$ cat src/hdl/ectd_pkg.sv
// Shared constants, types and helper functions for the epoch-to-civil converter.
`default_nettype none
package ectd_pkg;

  typedef logic [15:0] days_t;
  typedef logic [16:0] sod_t;
  typedef logic [17:0] doe_t;
  typedef logic [8:0]  doy_t;

  // Beat leaving the day split: whole days since the epoch and second of day.
  typedef struct packed {
    logic  valid;
    days_t days;
    sod_t  sod;
  } ectd_beat_t;

  // epoch / 86400 is taken as (epoch >> 7) / 675; floor reciprocal, one fix-up step.
  localparam logic [22:0] DAY_RECIP     = 23'd6362914;
  localparam logic [9:0]  DAY_ODD_DIV   = 10'd675;

  localparam logic [19:0] DAY_SHIFT     = 20'd719468;
  localparam int unsigned ERA_DAYS      = 146097;
  localparam int unsigned CENT_DAYS     = 36524;
  localparam logic [17:0] LAST_DOE      = 18'd146096;

  // Shared exact reciprocal: x * R >> 28 is x / 1460, x * R >> 26 is x / 365.
  localparam logic [17:0] RECIP_1460_365 = 18'd183860;
  localparam logic [8:0]  DAYS_PER_YEAR  = 9'd365;
  localparam int unsigned YOE_CENT       = 100;

  // Exact reciprocals for (sod >> 4) / 225 and (rem >> 2) / 15.
  localparam logic [12:0] HOUR_RECIP    = 13'd4661;
  localparam logic [10:0] MIN_RECIP     = 11'd1093;
  localparam logic [11:0] SECS_PER_HOUR = 12'd3600;
  localparam logic [5:0]  SECS_PER_MIN  = 6'd60;

  localparam logic [3:0]  MP_JAN       = 4'd10;
  localparam logic [3:0]  MONTH_MAR    = 4'd3;
  localparam logic [3:0]  MP_TO_JAN    = 4'd9;

  // First day of year (counted from March 1) for each March-based month.
  function automatic doy_t month_start(input logic [3:0] mp);
    doy_t s;
    unique case (mp)
      4'd0:    s = 9'd0;
      4'd1:    s = 9'd31;
      4'd2:    s = 9'd61;
      4'd3:    s = 9'd92;
      4'd4:    s = 9'd122;
      4'd5:    s = 9'd153;
      4'd6:    s = 9'd184;
      4'd7:    s = 9'd214;
      4'd8:    s = 9'd245;
      4'd9:    s = 9'd275;
      4'd10:   s = 9'd306;
      4'd11:   s = 9'd337;
      default: s = 9'd0;
    endcase
    return s;
  endfunction

  // Start of the 400-year era that holds a shifted day count.
  function automatic logic [19:0] era_base(input logic [19:0] shifted);
    logic [19:0] base;
    logic [19:0] thr;
    base = 20'd0;
    for (int unsigned k = 1; k <= 5; k++) begin
      thr = 20'(k * ERA_DAYS);
      if (shifted >= thr) base = thr;
    end
    return base;
  endfunction

endpackage
`default_nettype wire

$ cat src/hdl/ectd_split.sv
// Front stages: split the epoch second count into whole days and second of day.
`default_nettype none
module ectd_split
  import ectd_pkg::*;
(
  input  wire logic        clk,
  input  wire logic        rst_n,
  input  wire logic        in_valid,
  input  wire logic [31:0] in_epoch_seconds,
  output ectd_beat_t       beat
);

  logic [47:0] quot_prod;
  logic [15:0] quot_nxt;

  logic        v1_r;
  logic [24:0] x1_r;
  logic [6:0]  lo1_r;
  logic [15:0] quot1_r;

  logic [24:0] back_prod;
  logic [24:0] rem;
  logic [10:0] rem_fix;
  logic        over;

  ectd_beat_t  beat_r;
  ectd_beat_t  beat_nxt;

  // Estimate is the true quotient or one below it.
  assign quot_prod = {23'd0, in_epoch_seconds[31:7]} * {25'd0, DAY_RECIP};
  assign quot_nxt  = quot_prod[47:32];

  always_ff @(posedge clk) begin
    if (!rst_n) begin
      v1_r <= 1'b0;
    end else begin
      v1_r <= in_valid;
    end
    x1_r    <= in_epoch_seconds[31:7];
    lo1_r   <= in_epoch_seconds[6:0];
    quot1_r <= quot_nxt;
  end

  assign back_prod = {9'd0, quot1_r} * {15'd0, DAY_ODD_DIV};
  assign rem       = x1_r - back_prod;
  assign over      = (rem[10:0] >= {1'b0, DAY_ODD_DIV});
  assign rem_fix   = over ? (rem[10:0] - {1'b0, DAY_ODD_DIV}) : rem[10:0];

  always_comb begin
    beat_nxt.valid = v1_r;
    beat_nxt.days  = quot1_r + {15'd0, over};
    beat_nxt.sod   = {rem_fix[9:0], lo1_r};
  end

  always_ff @(posedge clk) begin
    if (!rst_n) begin
      beat_r.valid <= 1'b0;
    end else begin
      beat_r.valid <= beat_nxt.valid;
    end
    beat_r.days <= beat_nxt.days;
    beat_r.sod  <= beat_nxt.sod;
  end

  assign beat = beat_r;

endmodule
`default_nettype wire

$ cat src/hdl/ectd_tod.sv
// Time-of-day pipeline: second of day to hours, minutes and seconds, six stages.
`default_nettype none
module ectd_tod
  import ectd_pkg::*;
(
  input  wire logic       clk,
  input  wire sod_t       sod,
  output logic [4:0]      hour,
  output logic [5:0]      minute,
  output logic [5:0]      second
);

  logic [25:0] hour_prod;
  logic [4:0]  hour_nxt;
  logic [16:0] back_hour;
  logic [16:0] rh_full;
  logic [20:0] min_prod;
  logic [5:0]  min_nxt;
  logic [11:0] back_min;
  logic [11:0] sec_full;

  sod_t        sod1_r;
  logic [4:0]  hour1_r, hour2_r, hour3_r, hour4_r, hour5_r, hour6_r;
  logic [11:0] rh2_r, rh3_r;
  logic [5:0]  min3_r, min4_r, min5_r, min6_r;
  logic [5:0]  sec4_r, sec5_r, sec6_r;

  assign hour_prod = {13'd0, sod[16:4]} * {13'd0, HOUR_RECIP};
  assign hour_nxt  = hour_prod[24:20];

  assign back_hour = {12'd0, hour1_r} * {5'd0, SECS_PER_HOUR};
  assign rh_full   = sod1_r - back_hour;

  assign min_prod  = {11'd0, rh2_r[11:2]} * {10'd0, MIN_RECIP};
  assign min_nxt   = min_prod[19:14];

  assign back_min  = {6'd0, min3_r} * {6'd0, SECS_PER_MIN};
  assign sec_full  = rh3_r - back_min;

  always_ff @(posedge clk) begin
    sod1_r  <= sod;
    hour1_r <= hour_nxt;
    rh2_r   <= rh_full[11:0];
    hour2_r <= hour1_r;
    rh3_r   <= rh2_r;
    min3_r  <= min_nxt;
    hour3_r <= hour2_r;
    sec4_r  <= sec_full[5:0];
    min4_r  <= min3_r;
    hour4_r <= hour3_r;
    // align with the date path
    sec5_r  <= sec4_r;
    min5_r  <= min4_r;
    hour5_r <= hour4_r;
    sec6_r  <= sec5_r;
    min6_r  <= min5_r;
    hour6_r <= hour5_r;
  end

  assign hour   = hour6_r;
  assign minute = min6_r;
  assign second = sec6_r;

endmodule
`default_nettype wire

$ cat src/hdl/ectd_date.sv
// Date pipeline: day count to civil day of month and month, six stages.
`default_nettype none
module ectd_date
  import ectd_pkg::*;
(
  input  wire logic       clk,
  input  wire logic       rst_n,
  input  wire logic       in_valid,
  input  wire days_t      days,
  output logic            out_valid,
  output logic [4:0]      day,
  output logic [3:0]      month
);

  logic [19:0] shifted;
  logic [19:0] doe_full;
  logic [35:0] a_prod;
  logic [2:0]  cent_nxt;
  logic [17:0] n_nxt;
  logic [35:0] y_prod;
  logic [1:0]  ycent;
  logic [17:0] year_days;
  logic [17:0] doy_full;
  logic [3:0]  mp;
  doy_t        mstart;
  doy_t        day_full;

  logic        v1_r, v2_r, v3_r, v4_r, v5_r, v6_r;
  doe_t        doe1_r, doe2_r, doe3_r, doe4_r;
  logic [6:0]  a2_r;
  logic [2:0]  b2_r;
  logic        c2_r;
  logic [17:0] n3_r;
  logic [8:0]  yoe4_r;
  doy_t        doy5_r;
  logic [4:0]  day6_r;
  logic [3:0]  month6_r;

  assign shifted  = {4'd0, days} + DAY_SHIFT;
  assign doe_full = shifted - era_base(shifted);

  assign a_prod = {18'd0, doe1_r} * {18'd0, RECIP_1460_365};

  always_comb begin
    cent_nxt = 3'd0;
    for (int unsigned k = 1; k <= 4; k++) begin
      if (doe1_r >= 18'(k * CENT_DAYS)) cent_nxt = 3'(k);
    end
  end

  assign n_nxt  = doe2_r - {11'd0, a2_r} + {15'd0, b2_r} - {17'd0, c2_r};
  assign y_prod = {18'd0, n3_r} * {18'd0, RECIP_1460_365};

  always_comb begin
    ycent = 2'd0;
    for (int unsigned k = 1; k <= 3; k++) begin
      if (yoe4_r >= 9'(k * YOE_CENT)) ycent = 2'(k);
    end
  end

  assign year_days = {9'd0, yoe4_r} * {9'd0, DAYS_PER_YEAR}
                   + {11'd0, yoe4_r[8:2]} - {16'd0, ycent};
  assign doy_full  = doe4_r - year_days;

  // March-based month: last month whose first day is not past the day of year.
  always_comb begin
    mp = 4'd0;
    for (int unsigned m = 1; m <= 11; m++) begin
      if (doy5_r >= month_start(4'(m))) mp = 4'(m);
    end
  end

  assign mstart   = month_start(mp);
  assign day_full = doy5_r - mstart + 9'd1;

  always_ff @(posedge clk) begin
    if (!rst_n) begin
      v1_r <= 1'b0;
      v2_r <= 1'b0;
      v3_r <= 1'b0;
      v4_r <= 1'b0;
      v5_r <= 1'b0;
      v6_r <= 1'b0;
    end else begin
      v1_r <= in_valid;
      v2_r <= v1_r;
      v3_r <= v2_r;
      v4_r <= v3_r;
      v5_r <= v4_r;
      v6_r <= v5_r;
    end
    doe1_r   <= doe_full[17:0];
    a2_r     <= a_prod[34:28];
    b2_r     <= cent_nxt;
    c2_r     <= (doe1_r == LAST_DOE);
    doe2_r   <= doe1_r;
    n3_r     <= n_nxt;
    doe3_r   <= doe2_r;
    yoe4_r   <= y_prod[34:26];
    doe4_r   <= doe3_r;
    doy5_r   <= doy_full[8:0];
    day6_r   <= day_full[4:0];
    month6_r <= (mp < MP_JAN) ? (mp + MONTH_MAR) : (mp - MP_TO_JAN);
  end

  assign out_valid = v6_r;
  assign day       = day6_r;
  assign month     = month6_r;

endmodule
`default_nettype wire

$ cat src/hdl/epoch_to_civil_date_time.sv
// Top level: Unix epoch seconds to time of day, civil day of month and month.
//
// Issue a conversion by raising start with in_epoch_seconds for one cycle;
// busy is always low, so a new beat may be issued on every clock cycle.
// Each beat yields one result, shown for exactly one cycle with out_valid
// high on out_hour_of_day, out_minute_of_hour, out_second_of_minute,
// out_day_of_month and out_month_of_year. Results come back in issue order.
// The datapath is fully pipelined and takes one beat per cycle:
// two stages split the count into days and second of day (reciprocal
// multiply plus one fix-up), then six stages run the time-of-day and date
// paths side by side (era, year of era, day of year, month lookup).
// The receiver cannot stall the result channel, so results never wait.
// Synchronous reset (rst_n low) clears all valid bits; no result appears
// for beats in flight at reset. The other registers hold data only and are not reset.
`default_nettype none
module epoch_to_civil_date_time
  import ectd_pkg::*;
(
  input  wire logic        clk,
  input  wire logic        rst_n,
  input  wire logic        start,
  output logic             busy,
  input  wire logic [31:0] in_epoch_seconds,
  output logic             out_valid,
  output logic [4:0]       out_hour_of_day,
  output logic [5:0]       out_minute_of_hour,
  output logic [5:0]       out_second_of_minute,
  output logic [4:0]       out_day_of_month,
  output logic [3:0]       out_month_of_year
);

  ectd_beat_t beat;
  logic       accept;

  assign busy   = 1'b0;
  assign accept = start & ~busy;

  ectd_split u_split (
    .clk              (clk),
    .rst_n            (rst_n),
    .in_valid         (accept),
    .in_epoch_seconds (in_epoch_seconds),
    .beat             (beat)
  );

  ectd_tod u_tod (
    .clk    (clk),
    .sod    (beat.sod),
    .hour   (out_hour_of_day),
    .minute (out_minute_of_hour),
    .second (out_second_of_minute)
  );

  ectd_date u_date (
    .clk       (clk),
    .rst_n     (rst_n),
    .in_valid  (beat.valid),
    .days      (beat.days),
    .out_valid (out_valid),
    .day       (out_day_of_month),
    .month     (out_month_of_year)
  );

endmodule
`default_nettype wire
$ cat config.mk
export PLATFORM = sky130hd
export DESIGN_NAME = epoch_to_civil_date_time
export DESIGN_NICKNAME = d
export VERILOG_FILES = /design/src/hdl/ectd_pkg.sv /design/src/hdl/ectd_split.sv /design/src/hdl/ectd_tod.sv /design/src/hdl/ectd_date.sv /design/src/hdl/epoch_to_civil_date_time.sv
export SDC_FILE = /design/constraint.sdc
export NUM_CORES = 2
export LEC_CHECK = 0
export ABC_AREA = 1
export BUFFER_PORTS_ARGS = -buffer_cell sky130_fd_sc_hd__buf_4
export CAP_MARGIN = 20
export CELL_PAD_IN_SITES_DETAIL_PLACEMENT = 0
export CELL_PAD_IN_SITES_GLOBAL_PLACEMENT = 1
export CORE_MARGIN = 4
export CORE_UTILIZATION = 50
export CTS_CLUSTER_SIZE = 12
export DETAILED_ROUTE_END_ITERATION = 12
export GPL_ROUTABILITY_DRIVEN = 1
export PLACE_DENSITY_LB_ADDON = 0.05
export SETUP_SLACK_MARGIN = 0.02
export SYNTH_ARGS = -nofsm -noshare
export SYNTH_HDL_FRONTEND = slang
export SYNTH_SLANG_ARGS = --single-unit
$ cat constraint.sdc
create_clock -name clk -period 7.1 [get_ports clk]
set_clock_uncertainty 0.2 [all_clocks]
set_input_delay 1.42 -clock clk [delete_from_list [all_inputs] [get_ports clk]]
set_output_delay 1.42 -clock clk [all_outputs]
set_load 0.005 [all_outputs]
After elaboration in Yosys (flattened, before gate mapping)
Memories as Yosys holds them, arrays and structs flattened.
Cells that the tools add are included.
{"block": "word_totals", "regBits": 287, "rom_bits": 144, "in_bits": 35, "out_inout_bits": 28, "wordCells": 118, "n_memories": 1}
{"memory": "(name not given)", "words": 16, "width": 9, "rd": 1, "rd_clocked_by_memory_dff": 0, "wr": 0, "line_no": "ectd_pkg.sv:44", "rtl": "unique case (mp)"}
{"block": "op_classes", "n_addsub": 17, "mul": 9, "order_cmp": 25, "n_eq_ne": 1, "mux": 24}
{"cell": "$mux 18", "n": 5}
{"cell": "$mul 18x16->33 const B", "n": 2}
{"cell": "$mul 25x22->47 const B", "n": 1}
{"cell": "$ge 9x8->1 const B", "n": 5}
{"cell": "$ge 20x19->1 const B", "n": 2}
{"cell": "$ge 20x20->1 const B", "n": 2}
{"cell": "$ge 18x17->1 const B", "n": 2}
{"cell": "$ge 9x9->1 const B", "n": 4}
{"cell": "$ge 9x7->1 const B", "n": 3}
{"cell": "$mul 13x13->25 const B", "n": 1}
{"cell": "$add 16x20->20 const B", "n": 1}
{"cell": "$ge 20x18->1 const B", "n": 1}
{"cell": "$mul 10x11->20 const B", "n": 1}
{"cell": "$mux 4", "n": 5}
{"cell": "$add 18x3->18", "n": 1}
{"cell": "$eq 18x18->1 const B", "n": 1}
{"cell": "$ge 18x16->1 const B", "n": 1}
{"cell": "$ge 18x18->1 const B", "n": 1}
{"cell": "$sub 18x1->18", "n": 1}
{"cell": "$sub 18x18->18", "n": 1}
{"cell": "$sub 18x7->18", "n": 1}
{"cell": "$add 16x1->16", "n": 1}
{"cell": "$mul 16x10->11 const B", "n": 1}
{"cell": "$mux 2", "n": 6}
{"cell": "21 further kinds", "n": 26}

Logic depth before layout (Yosys ltp)
An unclocked memory read counts as a cell.
{"block": "logic_depth", "depth_word": 15, "ltp_mapped": 29, "ltp_nobuf": 28}

Hierarchy
From an unflattened synthesis, not the netlist that was laid out.
{"block": "hier_totals", "hier_cells": 4126, "area_unflattened_um2": 37085.6}
{"module": "ectd_date", "n_inst": 1, "cells_each": 2111, "area_per_inst_um2": 18515.3, "seq_area_each_um2": 2322.2}
{"module": "ectd_split", "n_inst": 1, "cells_each": 1352, "area_per_inst_um2": 12106.6, "seq_area_each_um2": 1381.3}
{"module": "ectd_tod", "n_inst": 1, "cells_each": 661, "area_per_inst_um2": 6452.4, "seq_area_each_um2": 2042.0}
{"module": "epoch_to_civil_date_time", "n_inst": 1, "cells_each": 2, "area_per_inst_um2": 11.3, "seq_area_each_um2": 0.0}

Worst setup path after synthesis
Ideal clock, no wire load.
{"block": "synth_timing", "path_kind": "input to register", "from": "input in_epoch_seconds[13]", "to": "register u_split.quot1_r[10]", "setup_time_ps": 72, "arrival_time_ps": 5794, "required_time_ps": 6828, "path_slack_ps": 1034, "path_stages": 25, "path_buffers": 0, "path_cell_list": "fa_1 > ha_1 > inv_1 > fa_1 > inv_1 > fa_1 > inv_1 > fa_1 > inv_1 > fa_1 > ha_1 > ha_1 > nand2_1 > nor2_1 > inv_1 > nor3_1 > nand2_1 > nand2_1 > nand3_1 > nand2_1 > nand2_1 > nand2_1 > nand2_1 > nand2_1 > xor2_1"}
{"block": "synth_between", "elab_chain_len": 1}
{"item": "from (decl)", "line_no": "epoch_to_civil_date_time.sv:23", "rtl": "input wire logic [31:0] in_epoch_seconds,"}
{"item": "$mul 25x22->47", "line_no": "ectd_split.sv:30", "rtl": "assign quot_prod = {23'd0, in_epoch_seconds[31:7]} * {25'd0, DAY_RECIP};"}
{"item": "net u_split.quot_prod[42]", "line_no": "ectd_split.sv:13", "rtl": "logic [47:0] quot_prod;"}
{"item": "to (signal assigned)", "line_no": "ectd_split.sv:41", "rtl": "quot1_r <= quot_nxt;"}
{"item": "to (decl)", "line_no": "ectd_split.sv:19", "rtl": "logic [15:0] quot1_r;"}
The timed path passes the listed nets, and every way through them passes these cells.
A chain may end at the register's enable or synchronous reset.

Worst setup path in the final report
{"block": "layout_timing", "from": "input in_epoch_seconds[16]", "to": "register u_split.quot1_r[1]"}
Same word-level chain as after synthesis.

==> metrics.md <==
| Metric | Value |
|---|---|
| Top cells by count, synth | `inv_1, ha_1, fa_1` |
| Vias in the first global route | `~26000` |
| Leading area contributor after synthesis | `ha_1` |
| Adder-cell share of the synthesized area | `a little over half` |
| CTS tree | `yes` |
| Total global routing overflow | `0` |
| Post-synth top area share | `30.1%` |
| Gr usage total | `21.3%` |
| WL/cell | `15.7 um` |
| Share of post-route cells with drive strength above 1 | `3.76%` |
| Final hold violation count | `0` |
| Sequential area share after synthesis | `~16%` |
| Core Rows | `98` |
| Vias per cell | `4.91` |
| WP data required | `7.36 ns` |
| Hold Buf Count CTS | `0` |
| Period utilisation layout | `86.3%` |
| # DRC | `0` |
| Post-Syn Instances | `~3900` |
| Port Buffers | `61` |
| Multiplexer area fraction after synthesis | `0%` |
| DR pass1 iterations | `5` |
| Peak Freq | `163 MHz` |
| Setup repair bufs after CTS | `0` |
| Die Y | `around 280 um` |
| Antenna violations before repair | `0` |
| Slew Limit Fails | `0` |
| Unrepaired setup endpoints after global routing | `no` |
| Num CTS Buffers | `36` |
| Post-Syn Nets | `between 5000 and 6000` |
| Post-synth ARST share | `0%` |
| Worst-margin pin slew | `0.882 ns` |
| Post-Synth Simple-Gate Area | `9.11%` |
| Initial Util | `50.5%` |
| Largest family of logic cells by synthesized area | `adder cells` |
| R2r setup slk | `around 1.2 ns` |
| Fin crit period | `6.13 ns` |
| Setup crit start kind | `input pin` |
| Nets@finish | `5388` |
| Worst min path class | `flop to flop` |
| Slew margin rel. | `41.1%` |
| Synthesis warning total | `0` |
| Main flop type after synthesis | `dfxtp_1` |
| Post-Route WL | `79.0 mm` |
| Drt initial violations | `859` |
| Cell Area, Synth | `36100 um2` |
| CP Class | `input pin to flop` |
| Largest net degree at the start of global routing | `13` |
| Synthesized flop and latch total | `287` |
| CTS max path bufs | `3` |
| Ranking of synthesized cells by area | `ha_1, fa_1, dfxtp_1, inv_1, nand2_1` |
| Synth Area in Compound Gates | `about 6.3%` |
| Die span in x | `277 um` |
| Final setup viols | `0` |
| Antenna Nets Post-Route | `0` |
| First-pass GRT wire length | `134 mm` |
| Fin area | `39000 um2` |
| Placed Area | `37900 um2` |
| CTS Sinks | `287` |
| Xor/xnor share of the synthesized area | `3.95%` |
| Htree depth | `2` |
| Max_cap viols | `0` |
| Area Overhead vs Synth | `8.13%` |
| CP max FO | `10` |
| Full die area | `76600 um2` |
| Syn_area_per_cell | `a little over 9 um2` |
| Final Wtd Congestion | `0.863` |
| Yosys cell types | `57` |
| Antenna Cells | `0` |
| Post-cts sizing count | `0` |
| EDFF count, synth | `0` |
| Clk Latency, worst-skew pair | `about 0.55 ns` |
| Vias | `24700` |
| Num ports | `63` |
| Worst Hold Path Cells | `0` |
| Root Buffer Master | `clkbuf_16` |
| Post-Route Setup TNS | `0 ns` |
| CP endpoint kind | `flop` |
| DP Wirelength | `68.3 mm` |
| R2R cell count | `17` |
| Core Area | `71500 um2` |
| Status | `finished, final reports clean` |
| Worst-path clk slew | `0.06 ns` |
| Most frequent cell after synthesis | `inv_1` |
| Crit path DAT | `6.39 ns` |
-- cell type report --
| class | count | area, um2 |
|---|---|---|
| well taps | 950 | 1190 |
| inverters | 1007 | 3780 |
| clock buffers | 48 | 966 |
| multi-input cells | 2640 | 26600 |
| fillers | 6787 | 32400 |
| flip-flops and latches | 287 | 5750 |
| repair buffers | 77 | 578 |
| clock inverters | 15 | 220 |
-- worst max-delay path: stages --
cell and delay (ns):
buf_4 0.18, fa_1 0.43, ha_1 0.29, inv_1 0.05
fa_1 0.49, inv_1 0.05, fa_1 0.52, fa_1 0.44
fa_1 0.49, ha_1 0.31, ha_1 0.33, nand2_1 0.12
nor4_1 0.57, nand2_1 0.11, nand2_1 0.10, nand2_1 0.06
nand2_1 0.05, nand3_1 0.06, nand2_1 0.11, xor2_1 0.20
-- cells by family after synthesis --
logic type / Yosys count
other cells: 1
compound gates: 394
flops: 287
xor+xnor: 161
buf+inv: 1010
fa+ha+maj: 1304
simple gates: 780
-- flip-flops by register name, summed over array words and instances (netlist names), 7 cells and up --
name / cells
u_split.x1_r: 11
u_tod.sod1_r: 12
u_date.a2_r: 7
u_date.yoe4_r: 9
u_date.doe2_r: 18
u_split.quot1_r: 16
u_date.doe3_r: 9
u_date.doe4_r: 9
u_tod.rh2_r: 12
u_split.beat: 34
u_date.doe1_r: 18
u_date.doy5_r: 9
u_split.lo1_r: 7
u_date.n3_r: 18
-- metrics by stage --
stage / cells / hold slack (ns) / utilization [%] / setup slack, ns
4_1_cts: 5024 / 0.115 / 54.6 / 0.986
2_1_floorplan: 3937 / 0.110 / - / 1.03
3_3_place_gp: 4961 / 0.110 / 53.0 / 0.397
3_5_place_dp: 4961 / 0.112 / 53.0 / 0.396
5_1_grt: 5024 / 0.124 / 54.6 / 0.662
6_report: 5024 / 0.109 / 54.6 / 0.973
-- path summary, 6_finish.rpt --
kind	from	end
max	in_epoch_seconds[16]	u_split.quot1_r[1]
min	u_date.doe3_r[2]	u_date.doe4_r[2]
max reg2reg	u_date.doe1_r[10]	u_date.a2_r[4]
min reg2reg	u_date.doe3_r[2]	u_date.doe4_r[2]
-- metal layers --
layer / GRT usage (%) / wire, um
met4: 4.11 / 1430
met3: 1.87 / 1870
met5: 0 / 0
met2: 36.8 / 37800
met1: 29.5 / 37900
-- cells in the final DEF (no fill, tap or decap), types with 6 or more instances in the layout --
master and instances:
xor2_1 103, a211oi_1 9, fa_1 434, o21ai_0 98, nand3b_1 7, a21o_1 17, nand3_1 98, nand2_1 418
nor4_1 9, a21oi_1 185, xnor2_1 56, o21a_1 12, o21bai_1 6, inv_1 1003, nor2_1 170, o2111ai_1 8
nand4_1 33, a31oi_1 17, clkbuf_16 36, ha_1 870, dfxtp_1 287, buf_4 77, o211ai_1 8, clkbuf_1 10
nor3_1 28
Power is not shown: default switching activity piles up to over one toggle a cycle in this logic, so the estimate is an artifact.
